## config.mk

```make
export PLATFORM = sky130hd
export DESIGN_NAME = cosine_similarity_engine_core
export DESIGN_NICKNAME = d
export VERILOG_FILES = /design/src/rtl/core/csim_pkg.sv /design/src/rtl/core/csim_front.sv /design/src/rtl/core/csim_fifo.sv /design/src/rtl/core/csim_back.sv /design/src/rtl/core/cosine_similarity_engine_core.sv
export SDC_FILE = /design/constraint.sdc
export NUM_CORES = 2
export LEC_CHECK = 0
export BUFFER_PORTS_ARGS = -buffer_cell sky130_fd_sc_hd__clkbuf_2
export CORE_MARGIN = 1
export CORE_UTILIZATION = 30
export CTS_BUF_LIST = sky130_fd_sc_hd__clkbuf_2
export CTS_CLUSTER_DIAMETER = 200
export DETAILED_ROUTE_END_ITERATION = 16
export SYNTH_ARGS = -nofsm -noshare
export SYNTH_HDL_FRONTEND = slang
export SYNTH_SLANG_ARGS = --single-unit
```

## constraint.sdc

```tcl
create_clock -name clk -period 13.5 [get_ports clk]
set_clock_uncertainty 0.05 [all_clocks]
set_input_delay 2.7 -clock clk [delete_from_list [all_inputs] [get_ports clk]]
set_output_delay 2.7 -clock clk [all_outputs]
set_load 0.01 [all_outputs]
```

## src/rtl/core/csim_pkg.sv

```systemverilog
// ----------------------------------------------------------------------------
// csim_pkg
// Shared types and constants of the cosine similarity engine: payload
// structs, accumulator widths and the hand-off record between front and back.
// ----------------------------------------------------------------------------
package csim_pkg;

  // Vector geometry
  localparam int MAX_DIM  = 1024;
  localparam int ELEM_W   = 16;
  localparam int CNT_W    = $clog2(MAX_DIM + 1);
  localparam int LOG_DIM  = $clog2(MAX_DIM);

  // Products and accumulators
  localparam int PROD_W   = 2 * ELEM_W;            // signed element product
  localparam int EPROD_W  = 2 * ELEM_W - 1;        // square of one element
  localparam int DOT_W    = PROD_W + LOG_DIM;      // signed dot accumulator
  localparam int EN_W     = EPROD_W + LOG_DIM;     // energy accumulator

  // Result format and back-end widths
  localparam int SIM_W    = 16;                    // Q1.15
  localparam int SIM_MAX  = 2 ** (SIM_W - 1) - 1;
  localparam int Q_W      = SIM_W;                 // bits of the root search
  localparam int K_W      = $clog2(Q_W);
  localparam int P_W      = 2 * EN_W;              // energy product
  localparam int ROOT_W   = P_W + 2 * Q_W;         // compare width of the search
  localparam int MUL_STEPS = EN_W;                 // shift-add multiplier steps
  localparam int MC_W     = $clog2(MUL_STEPS);

  // Hand-off queue, depth must be a power of two
  localparam int QDEPTH   = 2;
  localparam int QPTR_W   = $clog2(QDEPTH);
  localparam int QCNT_W   = $clog2(QDEPTH + 1);

  typedef struct packed {
    logic signed [ELEM_W-1:0] ref_element;
    logic signed [ELEM_W-1:0] curr_element;
    logic                     last_element;
  } csim_in_t;

  typedef struct packed {
    logic signed [SIM_W-1:0] similarity;
    logic                    zero_norm;
    logic                    length_overflow;
  } csim_out_t;

  // Finished sums of one vector pair
  typedef struct packed {
    logic signed [DOT_W-1:0] dot;
    logic [EN_W-1:0]         ref_en;
    logic [EN_W-1:0]         curr_en;
    logic                    ovf;
  } csim_job_t;

endpackage

```

## src/rtl/core/csim_front.sv

```systemverilog
// ----------------------------------------------------------------------------
// csim_front
// Input side: takes element pairs, squares and multiplies them, accumulates
// dot product and energies, and on the last pair hands the sums to the queue.
// ----------------------------------------------------------------------------
module csim_front import csim_pkg::*; (
  input  logic              clk,
  input  logic              rst_n,
  input  logic              in_valid,
  output logic              in_ready,
  input  csim_in_t          in_data,
  input  logic [QCNT_W-1:0] q_count,
  output logic              q_push,
  output csim_job_t         q_job
);

  logic [CNT_W-1:0]         cnt_r;
  logic                     ovf_r;
  logic                     s1_vld_r;
  logic                     s1_acc_r;
  logic                     s1_last_r;
  logic                     s1_ovf_r;
  logic signed [PROD_W-1:0] s1_dot_r;
  logic [EPROD_W-1:0]       s1_ren_r;
  logic [EPROD_W-1:0]       s1_cen_r;
  logic signed [DOT_W-1:0]  dot_r;
  logic [EN_W-1:0]          ren_r;
  logic [EN_W-1:0]          cen_r;

  logic                     fire;
  logic                     dim_full;
  logic                     pend;
  logic [QCNT_W:0]          used;
  logic signed [PROD_W-1:0] prod_dot;
  logic signed [PROD_W-1:0] prod_ren;
  logic signed [PROD_W-1:0] prod_cen;
  logic signed [DOT_W-1:0]  dot_nxt;
  logic [EN_W-1:0]          ren_nxt;
  logic [EN_W-1:0]          cen_nxt;

  // Queue slots are reserved for a last pair still in the pipeline
  assign pend     = s1_vld_r && s1_last_r;
  assign used     = {1'b0, q_count} + {{QCNT_W{1'b0}}, pend};
  assign in_ready = used < (QCNT_W + 1)'(QDEPTH);
  assign fire     = in_valid && in_ready;
  assign dim_full = (cnt_r == CNT_W'(MAX_DIM));

  // Element products
  assign prod_dot = in_data.ref_element * in_data.curr_element;
  assign prod_ren = in_data.ref_element * in_data.ref_element;
  assign prod_cen = in_data.curr_element * in_data.curr_element;

  // Running sums including the pair in stage one
  always_comb begin
    dot_nxt = dot_r;
    ren_nxt = ren_r;
    cen_nxt = cen_r;
    if (s1_acc_r) begin
      dot_nxt = dot_r + {{(DOT_W-PROD_W){s1_dot_r[PROD_W-1]}}, s1_dot_r};
      ren_nxt = ren_r + {{(EN_W-EPROD_W){1'b0}}, s1_ren_r};
      cen_nxt = cen_r + {{(EN_W-EPROD_W){1'b0}}, s1_cen_r};
    end
  end

  assign q_push        = pend;
  assign q_job.dot     = dot_nxt;
  assign q_job.ref_en  = ren_nxt;
  assign q_job.curr_en = cen_nxt;
  assign q_job.ovf     = s1_ovf_r;

  // Pair count and sticky overflow, stage one control, accumulators
  always_ff @(posedge clk) begin
    if (!rst_n) begin
      cnt_r    <= '0;
      ovf_r    <= 1'b0;
      s1_vld_r <= 1'b0;
      s1_acc_r <= 1'b0;
      dot_r    <= '0;
      ren_r    <= '0;
      cen_r    <= '0;
    end else begin
      s1_vld_r <= fire;
      s1_acc_r <= fire && !dim_full;
      if (fire) begin
        if (in_data.last_element) begin
          cnt_r <= '0;
          ovf_r <= 1'b0;
        end else if (dim_full) begin
          ovf_r <= 1'b1;
        end else begin
          cnt_r <= cnt_r + 1'b1;
        end
      end
      if (s1_vld_r) begin
        if (s1_last_r) begin
          dot_r <= '0;
          ren_r <= '0;
          cen_r <= '0;
        end else begin
          dot_r <= dot_nxt;
          ren_r <= ren_nxt;
          cen_r <= cen_nxt;
        end
      end
    end
  end

  // Stage one payload
  always_ff @(posedge clk) begin
    if (fire) begin
      s1_last_r <= in_data.last_element;
      s1_ovf_r  <= ovf_r || dim_full;
      s1_dot_r  <= prod_dot;
      s1_ren_r  <= prod_ren[EPROD_W-1:0];
      s1_cen_r  <= prod_cen[EPROD_W-1:0];
    end
  end

endmodule

```

## src/rtl/core/csim_fifo.sv

```systemverilog
// ----------------------------------------------------------------------------
// csim_fifo
// Short queue of finished vector sums between the front and the back end.
// ----------------------------------------------------------------------------
module csim_fifo import csim_pkg::*; (
  input  logic              clk,
  input  logic              rst_n,
  input  logic              push,
  input  csim_job_t         push_job,
  input  logic              pop,
  output csim_job_t         pop_job,
  output logic              empty,
  output logic [QCNT_W-1:0] count
);

  csim_job_t         mem_r [QDEPTH];
  logic [QPTR_W-1:0] wr_ptr_r;
  logic [QPTR_W-1:0] rd_ptr_r;
  logic [QCNT_W-1:0] cnt_r;

  assign pop_job = mem_r[rd_ptr_r];
  assign empty   = (cnt_r == '0);
  assign count   = cnt_r;

  // Pointers and fill level
  always_ff @(posedge clk) begin
    if (!rst_n) begin
      wr_ptr_r <= '0;
      rd_ptr_r <= '0;
      cnt_r    <= '0;
    end else begin
      if (push) wr_ptr_r <= wr_ptr_r + 1'b1;
      if (pop)  rd_ptr_r <= rd_ptr_r + 1'b1;
      if (push && !pop)      cnt_r <= cnt_r + 1'b1;
      else if (pop && !push) cnt_r <= cnt_r - 1'b1;
    end
  end

  // Entry storage
  always_ff @(posedge clk) begin
    if (push) mem_r[wr_ptr_r] <= push_job;
  end

endmodule

```

## src/rtl/core/csim_back.sv

```systemverilog
// ----------------------------------------------------------------------------
// csim_back
// Result side: forms ref_en*curr_en and dot^2 on a shift-add multiplier,
// then finds the rounded ratio bit by bit and drives the output register.
// ----------------------------------------------------------------------------
module csim_back import csim_pkg::*; (
  input  logic      clk,
  input  logic      rst_n,
  input  logic      q_empty,
  input  csim_job_t q_job,
  output logic      q_pop,
  output logic      out_valid,
  input  logic      out_ready,
  output csim_out_t out_data
);

  localparam logic [2:0] B_IDLE = 3'd0;
  localparam logic [2:0] B_MULP = 3'd1;
  localparam logic [2:0] B_MULM = 3'd2;
  localparam logic [2:0] B_ROOT = 3'd3;
  localparam logic [2:0] B_RES  = 3'd4;

  logic [2:0]          state_r;
  logic [P_W-1:0]      mul_a_r;
  logic [EN_W-1:0]     mul_b_r;
  logic [P_W-1:0]      mul_acc_r;
  logic [MC_W-1:0]     mul_cnt_r;
  logic [P_W-1:0]      p_r;
  logic [ROOT_W-1:0]   m_r;
  logic [ROOT_W-1:0]   s_r;
  logic [ROOT_W-1:0]   u_r;
  logic [ROOT_W-1:0]   pk_r;
  logic [K_W-1:0]      k_r;
  logic [Q_W-1:0]      t_r;
  logic [EN_W-1:0]     mag_r;
  logic                neg_r;
  logic                zero_r;
  logic                ovf_r;
  logic                out_vld_r;
  csim_out_t           out_data_r;

  logic [P_W-1:0]      mul_acc_nxt;
  logic                mul_last;
  logic [ROOT_W-1:0]   trial;
  logic                root_ok;
  logic [Q_W:0]        q;
  logic [SIM_W-1:0]    sim;
  logic                out_free;
  logic signed [DOT_W-1:0] dot_abs;
  logic                job_zero;

  assign out_valid = out_vld_r;
  assign out_data  = out_data_r;
  assign out_free  = !out_vld_r || out_ready;
  assign q_pop     = (state_r == B_IDLE) && !q_empty;

  // Job decode
  assign dot_abs  = q_job.dot[DOT_W-1] ? -q_job.dot : q_job.dot;
  assign job_zero = (q_job.ref_en == '0) || (q_job.curr_en == '0);

  // Shift-add multiplier step
  assign mul_acc_nxt = mul_acc_r + (mul_b_r[0] ? mul_a_r : '0);
  assign mul_last    = (mul_cnt_r == MC_W'(MUL_STEPS - 1));

  // Root search step: try setting bit k of t, t^2*P against dot^2 scaled
  assign trial   = s_r + u_r + pk_r;
  assign root_ok = (trial <= m_r);

  // Largest t not above the root gives q = (t + 1) / 2, then sign and clamp
  assign q = ({1'b0, t_r} + (Q_W + 1)'(1)) >> 1;
  always_comb begin
    if (zero_r)
      sim = '0;
    else if (neg_r)
      sim = SIM_W'(0) - q[SIM_W-1:0];
    else if (q > (Q_W + 1)'(SIM_MAX))
      sim = SIM_W'(SIM_MAX);
    else
      sim = q[SIM_W-1:0];
  end

  // Sequencer
  always_ff @(posedge clk) begin
    if (!rst_n) begin
      state_r   <= B_IDLE;
      out_vld_r <= 1'b0;
    end else begin
      if ((state_r == B_RES) && out_free) out_vld_r <= 1'b1;
      else if (out_ready)                 out_vld_r <= 1'b0;
      case (state_r)
        B_IDLE: begin
          if (!q_empty) state_r <= job_zero ? B_RES : B_MULP;
        end
        B_MULP: begin
          if (mul_last) state_r <= B_MULM;
        end
        B_MULM: begin
          if (mul_last) state_r <= B_ROOT;
        end
        B_ROOT: begin
          if (k_r == '0) state_r <= B_RES;
        end
        B_RES: begin
          if (out_free) state_r <= B_IDLE;
        end
        default: state_r <= B_IDLE;
      endcase
    end
  end

  // Datapath
  always_ff @(posedge clk) begin
    case (state_r)
      B_IDLE: begin
        mag_r     <= dot_abs[EN_W-1:0];
        neg_r     <= q_job.dot[DOT_W-1];
        zero_r    <= job_zero;
        ovf_r     <= q_job.ovf;
        mul_a_r   <= P_W'(q_job.ref_en);
        mul_b_r   <= q_job.curr_en;
        mul_acc_r <= '0;
        mul_cnt_r <= '0;
      end
      B_MULP: begin
        if (mul_last) begin
          p_r       <= mul_acc_nxt;
          mul_a_r   <= P_W'(mag_r);
          mul_b_r   <= mag_r;
          mul_acc_r <= '0;
          mul_cnt_r <= '0;
        end else begin
          mul_a_r   <= mul_a_r << 1;
          mul_b_r   <= mul_b_r >> 1;
          mul_acc_r <= mul_acc_nxt;
          mul_cnt_r <= mul_cnt_r + 1'b1;
        end
      end
      B_MULM: begin
        if (mul_last) begin
          m_r  <= {mul_acc_nxt, {(2 * Q_W){1'b0}}};
          s_r  <= '0;
          u_r  <= '0;
          pk_r <= ROOT_W'(p_r) << (2 * (Q_W - 1));
          k_r  <= K_W'(Q_W - 1);
          t_r  <= '0;
        end else begin
          mul_a_r   <= mul_a_r << 1;
          mul_b_r   <= mul_b_r >> 1;
          mul_acc_r <= mul_acc_nxt;
          mul_cnt_r <= mul_cnt_r + 1'b1;
        end
      end
      B_ROOT: begin
        if (root_ok) s_r <= trial;
        u_r      <= (u_r >> 1) + (root_ok ? pk_r : '0);
        pk_r     <= pk_r >> 2;
        t_r[k_r] <= root_ok;
        k_r      <= k_r - 1'b1;
      end
      B_RES: begin
        if (out_free) begin
          out_data_r.similarity      <= sim;
          out_data_r.zero_norm       <= zero_r;
          out_data_r.length_overflow <= ovf_r;
        end
      end
      default: begin
      end
    endcase
  end

endmodule

```

## src/rtl/core/cosine_similarity_engine_core.sv

```systemverilog
// ----------------------------------------------------------------------------
// cosine_similarity_engine_core
// Cosine similarity of two streamed feature vectors, result in Q1.15.
// ----------------------------------------------------------------------------
// Usage:
//   in_*  : one element pair (Q8.8) per transaction; last_element closes the
//           vector pair. Pairs are taken at one per cycle while in_ready is high.
//   out_* : one transaction per vector pair: similarity, zero_norm and
//           length_overflow.
// Result path: from the last pair to out_valid through the front stage-one
//   register, the queue, the shift-add multiplier for ref*curr energy and
//   then for dot squared, the bitwise root search and the result state; a
//   zero-norm vector pair skips the multiplier and the root search.
// Throughput: one pair per cycle in the front while in_ready is high; the
//   back end works on one vector pair at a time on its single serial
//   multiplier. A two-entry queue of finished sums lets the front run ahead;
//   in_ready drops only when both entries are taken or reserved.
// Reset: clears accumulators, pair count, queue and output valid flag.
// Stall: while out_ready is low the result is held and the back end waits;
//   the front keeps accumulating until the queue fills.
// ----------------------------------------------------------------------------
module cosine_similarity_engine_core import csim_pkg::*; (
  input  logic      clk,
  input  logic      rst_n,
  input  logic      in_valid,
  output logic      in_ready,
  input  csim_in_t  in_data,
  output logic      out_valid,
  input  logic      out_ready,
  output csim_out_t out_data
);

  logic              q_push;
  csim_job_t         q_push_job;
  logic              q_pop;
  csim_job_t         q_pop_job;
  logic              q_empty;
  logic [QCNT_W-1:0] q_count;

  // Accumulating front
  csim_front u_front (
    .clk      (clk),
    .rst_n    (rst_n),
    .in_valid (in_valid),
    .in_ready (in_ready),
    .in_data  (in_data),
    .q_count  (q_count),
    .q_push   (q_push),
    .q_job    (q_push_job)
  );

  // Queue of finished sums
  csim_fifo u_fifo (
    .clk      (clk),
    .rst_n    (rst_n),
    .push     (q_push),
    .push_job (q_push_job),
    .pop      (q_pop),
    .pop_job  (q_pop_job),
    .empty    (q_empty),
    .count    (q_count)
  );

  // Ratio and root back end
  csim_back u_back (
    .clk       (clk),
    .rst_n     (rst_n),
    .q_empty   (q_empty),
    .q_job     (q_pop_job),
    .q_pop     (q_pop),
    .out_valid (out_valid),
    .out_ready (out_ready),
    .out_data  (out_data)
  );

endmodule

```

======== Word-level counts from Yosys, hierarchy flattened ========
Memories as Yosys holds them, arrays and structs flattened. A register that Yosys moved wholly into a read port is not among the register bits.
Cells that the tools add are included.
W data, S select, Z words.
operators by class
  multipliers ............................. 3
  reduce and logical (&&, ||, !) cells .... 35
  $add $sub $neg .......................... 18
  equal/unequal tests ..................... 14
  magnitude comparators ................... 5
  mux-type cells .......................... 55
operator list
  cell                     number
  $pmux W114 S2            3
  $pmux W82 S3             2
  $mux W114                4
  $mux W82                 5
  $mux W41                 7
  $add A114 B114 Y114      2
  $pmux W41 S3             1
  $add A113 B114 Y114      1
  $le A114 B114 Y1         1
  $mux W42                 2
  $add A41 B31 Y41         2
  $add A82 B82 Y82         1
  $logic_not A41 Y1        2
  $mul A16 B16 Y31         2
  $mux W16                 3
  $add A42 B42 Y42         1
  $neg A41 Y41             1
  $mul A16 B16 Y32         1
  $pmux W16 S2             1
  $mux W11                 2
  $mux W3                  6
  $pmux W6 S3              1
  $add A16 B1 Y17 const B  1
  $bwmux W16               1
  37 further kinds         77
word-level totals
  bits in registers ....................... 1,041
  memory bits (writable) .................. 250
  input bits .............................. 37
  memories kept ........................... 1
  output and inout bits ................... 20
  logic and storage cells ................. 166
memory list
  memory        depth  bits a word  rd ports  clocked after Yosys merged registers in  write ports  RTL line         source
  u_fifo.mem_r  2      125          1         1                                        1            csim_fifo.sv:16  csim_job_t mem_r [QDEPTH];

======== Depth between registers and ports, before layout ========
  depth in word-level cells ............... 6
  gate-level depth with buffers ........... 46

======== Cells and area by module ========
Synthesis repeated with hierarchy kept, for this count alone.
second synthesis, totals
  cell total of the unflattened synthesis .. 10,452
  area total of the unflattened synthesis .. 106,354.5 um2
modules (own cells, without submodules)
  module      area an instance (um2)  cells each  seq. area each (um2)  instances
  csim_back   55,568.3                5,541       24,013.0              1
  csim_front  41,359.7                4,501       5,585.4               1
  csim_fifo   9,426.5                 410         7,607.3               1

======== Least setup slack after synthesis ========
No wires, ideal clock.
  path type ............................... reg2reg
  start ................................... reg u_back.mul_cnt_r[0]
  end ..................................... reg u_back.mul_a_r[0] (enable)
  arrival time ............................ 10.995 ns
  clock period less this slack ............ 11.897 ns
  stages on the path, launching flop included .. 6
  path buffers ............................ 0
  setup time .............................. 0.852 ns
  setup slack ............................. 1.603 ns
  cells stage by stage .................... edfxtp_1 -> inv_1 -> ha_1 -> nand3_1 -> nand2b_1 -> a21oi_1
between the ends
  cells in the longest elaborated chain, start to end .. 3
ends and longest elaborated chain
  what                         RTL line          source
  from (decl)                  csim_back.sv:27   logic [MC_W-1:0] mul_cnt_r;
  from (signal assigned)       csim_back.sv:135  mul_cnt_r <= mul_cnt_r + 1'b1;
  from (signal assigned)       csim_back.sv:150  mul_cnt_r <= mul_cnt_r + 1'b1;
  $eq A6 B6 Y1                 csim_back.sv:63   assign mul_last = (mul_cnt_r == MC_W'(MUL_STEPS - 1));
  $ne A2 B2 Y1 (no line)       n/a
  $reduce_and A2 Y1 (no line)  n/a
  to (signal assigned)         csim_back.sv:119  mul_a_r <= P_W'(q_job.ref_en);
  to (signal assigned)         csim_back.sv:127  mul_a_r <= P_W'(mag_r);
  to (signal assigned)         csim_back.sv:132  mul_a_r <= mul_a_r << 1;
  to (decl)                    csim_back.sv:24   logic [P_W-1:0] mul_a_r;
Every way passes these cells.
A chain may end at the register's enable or synchronous reset.

======== Final worst setup path ========
  start ................................... reg u_back.pk_r[1]
  end ..................................... reg u_back.u_r[111] (data pin)
between the ends
  cells in the longest elaborated chain, start to end .. 5
ends and longest elaborated chain
  what                    RTL line          source
  from (decl)             csim_back.sv:32   logic [ROOT_W-1:0] pk_r;
  from (signal assigned)  csim_back.sv:143  pk_r <= ROOT_W'(p_r) << (2 * (Q_W - 1));
  from (signal assigned)  csim_back.sv:156  pk_r <= pk_r >> 2;
  $add A114 B114 Y114     csim_back.sv:66   assign trial = s_r + u_r + pk_r;
  via u_back.trial[111]   csim_back.sv:44   logic [ROOT_W-1:0] trial;
  $le A114 B114 Y1        csim_back.sv:67   assign root_ok = (trial <= m_r);
  $mux W114               csim_back.sv:155  u_r <= (u_r >> 1) + (root_ok ? pk_r : '0);
  $add A113 B114 Y114     csim_back.sv:155
  $pmux W114 S2           csim_back.sv:113  case (state_r)
  to (signal assigned)    csim_back.sv:155
  to (decl)               csim_back.sv:31   logic [ROOT_W-1:0] u_r;
The timed path passes the listed nets, and every way through them passes these cells.

==> metrics.cfg <==
[timing]
timing.final.hold_violations = 0
rsz0062_at_grt = false
slew_violations = 0
relSlewSlack_pct = 23.8
setup_viol = 0
final.setup.tns_ps = 0
max_freq_mhz = 77.2
finalCriticalPeriod_ps = 12960
worstMarginPinSlew_ps = 1140
timing.final.crit_share_pct = 96.0

[logic_synthesis]
synth.cell_area_mm2 = 0.105
syn_area_per_cell_um2 = 10.2
yosysTopAreaCell = edfxtp_1
ys_seq_elements = 1288
yosysSeqAreaShare_pct = 35.3
netlist_instances = 10300
synth_edf_count = 1141
ys_top_cells_by_area = edfxtp_1 (33%), fa_1 (16%), ha_1 (9.0%), inv_1 (3.8%), and2_1 (3.8%)
synth_cell_types = 95
yosysTopAreaCellShare_pct = 32.5
yosysWarnings = 0
synth_flop_cell = edfxtp_1
synth.net_count = 12000
synthArstFlopShare_pct = 0

[worst_setup_path]
cp.arrival_ps = 14350
rr_startpoint = u_back.pk_r[1]$_SDFFCE_PN0P_
reg2reg_depth = 43
crit_path_max_fanout = 28
r2r-end = u_back.u_r[111]$_SDFFCE_PN0P_
cp-start-kind = register
worstSetupPathType = register to register
cp_slowest_cell = nor3_1
cp-end-kind = register
slowest_delay_ps = 660
required_ps = 14890
rrSetupSlack_ps = 540

[place]
hpwl_um = 205000
placed_area_mm2 = 0.111
port_buffers = 56
gp_congestion = 0.905

[floorplan]
fp-row-count = 217
core_area_mm2 = 0.349
die-width_um = 595
io_pins = 57
die_area_mm2 = 0.354
die_height_um = 595
initial_core_util_pct = 30.2

[drt]
postRouteWirelength_um = 275000
ant_nets = 0
post-route-drc-count = 0
vias = 75600
top_layer = met5
viasPerCell = 4.95
routedWlPerCell_um = 18.0
wl_met2_um = 122000
dr.pass1.iters = 6
wl_met3_um = 13300
drtIter0Drc = 4850
drt-met1-wl_um = 132000

[clocking]
htree_num_levels = 5
clock_latency_ps = 1850
numCtsBuffers = 363
cts.root.buffer_cell = clkbuf_2
clk_path_buf_depth = 4
cts_setup_buffers = 0
cts.clk_slew.worst_paths_ps = 130
cts.sinks = 1288
cts_tree = built

[global_routing]
track_usage_pct = 15.3
first_global_vias = 76000
overflow = 0
antenna_found_initial = 10
grt_pass1_wl_um = 431000
grt_max_degree = 158

[final_layout]
multiInputGateArea_mm2 = 0.0625
final_common_cell = edfxtp_1
syn_to_final_growth_pct = 7.98
postLayoutCellArea_mm2 = 0.114
drive_above_1_share_pct = 8.22
regArea_mm2 = 0.0372
nNetsFinal = 12000
final_cell_mix = edfxtp_1 (1141), inv_1 (1068), nand2_1 (895), fa_1 (844), ha_1 (755)
fillers = 35800

[worst_hold_path]
hold_path_end = u_back.pk_r[60]$_DFFE_PP_
whs_path_depth = 2
hold_class = register to register
worstHoldStart = u_back.p_r[30]$_DFFE_PP_

[pwr]
pwr_density_cell_mw_per_mm2 = 242
power.leakage_nw = 48.5
peakVddDrop_v = 0.000589

[outcome]
outcome = completed

[job]
maxCapViolations = 0

==> registers in the layout, indices dropped and copies added (netlist names), 42 cells and up, named ones only <==
register          count
u_back.mul_acc_r     82
u_back.s_r          114
u_back.m_r           82
u_back.p_r           82
u_back.pk_r         112
u_front.dot_r        42
u_back.u_r          114
u_back.mul_a_r       82
u_fifo.mem_r        250
==> repair_timing <==
action,in CTS,in global routing
resized for setup,0,1
hold buffers,0,0
setup endpoints to repair,0,7
endpoints found under the hold margin,0,0
==> final cells by class <==
type / instances / share of cell area (%)
antenna: 9 / 0.0198
clock buffer: 514 / 2.26
clock inverter: 112 / 0.583
inverter: 1080 / 3.57
multi-input combinational: 7523 / 54.9
sequential: 1288 / 32.7
tap: 4599 / 5.06
timing repair buffer: 153 / 0.919
==> layer usage <==
metal / global-route usage (%) / vias to the layer above
met5: 0 / -
met4: 4.68 / 8
met3: 2.12 / 460
met2: 24.0 / 1850
met1: 21.8 / 37100
li1: - / 36200
==> worst max-delay path by stage <==
stage	to	slack, ps	cells past startpoint	startpoint
3_5_place_dp	u_back.u_r[111]$_SDFFCE_PN0P_	480	43	u_back.pk_r[1]$_SDFFCE_PN0P_
6_report	u_back.u_r[111]$_SDFFCE_PN0P_	540	43	u_back.pk_r[1]$_SDFFCE_PN0P_
2_1_floorplan	u_back.mul_a_r[0]$_DFFE_PP_	1600	5	u_back.mul_cnt_r[0]$_DFFE_PP_
5_1_grt	u_back.u_r[111]$_SDFFCE_PN0P_	10	43	u_back.pk_r[1]$_SDFFCE_PN0P_
3_3_place_gp	u_back.u_r[111]$_SDFFCE_PN0P_	550	43	u_back.pk_r[1]$_SDFFCE_PN0P_
4_1_cts	u_back.u_r[111]$_SDFFCE_PN0P_	320	43	u_back.pk_r[1]$_SDFFCE_PN0P_
==> Yosys cell counts, types with 87 or more instances <==
master    count
xnor2_1     388
o21bai_1    126
clkbuf_1    403
o21ai_0     312
and2_1      636
mux2i_1     137
ha_1        755
nand2_1     895
nor2_1      712
nand3_1     116
nor3_1      104
a21o_1      313
mux2_2       90
inv_1      1070
xor2_1      195
a22oi_1      87
fa_1        844
a21oi_1     624
edfxtp_1   1141
nand4_1     169
dfxtp_1     147
nand2b_1     94
==> stage by stage <==
stage	worst slack, ps	cells	hold WS, ps	util (%)	total power [mW]
6_report	544	15300	344	32.6	27.5
5_1_grt	13.5	15300	386	32.6	30.0
4_1_cts	323	15300	367	32.6	27.6
3_5_place_dp	476	14600	404	31.6	24.5
3_3_place_gp	551	14600	396	31.6	24.4
2_1_floorplan	1600	10300	350	-	19.8
==> where the power goes <==
part	internal (mW)	switching (mW)
Combinational	7.28	10.8
Clock	1.17	1.74
Sequential	6.00	0.496
==> logic make-up (layout without fill, tap and decap cells) <==
| group | after synthesis | in the layout | synth area share, % |
|---|---|---|---|
| other | 0 | 9 | 0 |
| buffers and inverters | 1530 | 1859 | 5.54 |
| adder cells (fa/ha/maj) | 1599 | 1599 | 25.0 |
| AO/OA/AOI/OAI | 2069 | 2069 | 13.0 |
| flip-flops | 1288 | 1288 | 35.3 |
| multiplexers | 227 | 227 | 2.26 |
| AND/OR/NAND/NOR | 3045 | 3045 | 14.1 |
| XOR/XNOR | 583 | 583 | 4.85 |
==> critical path: cells and delay by family (launching register included) <==
family	cells	cell delay, ps
flops	1	430
fa+ha+maj	5	1820
simple gates	17	4760
xor+xnor	1	130
compound gates	15	4370
buf+inv	5	1010
Power figures use the tool's default switching activity.
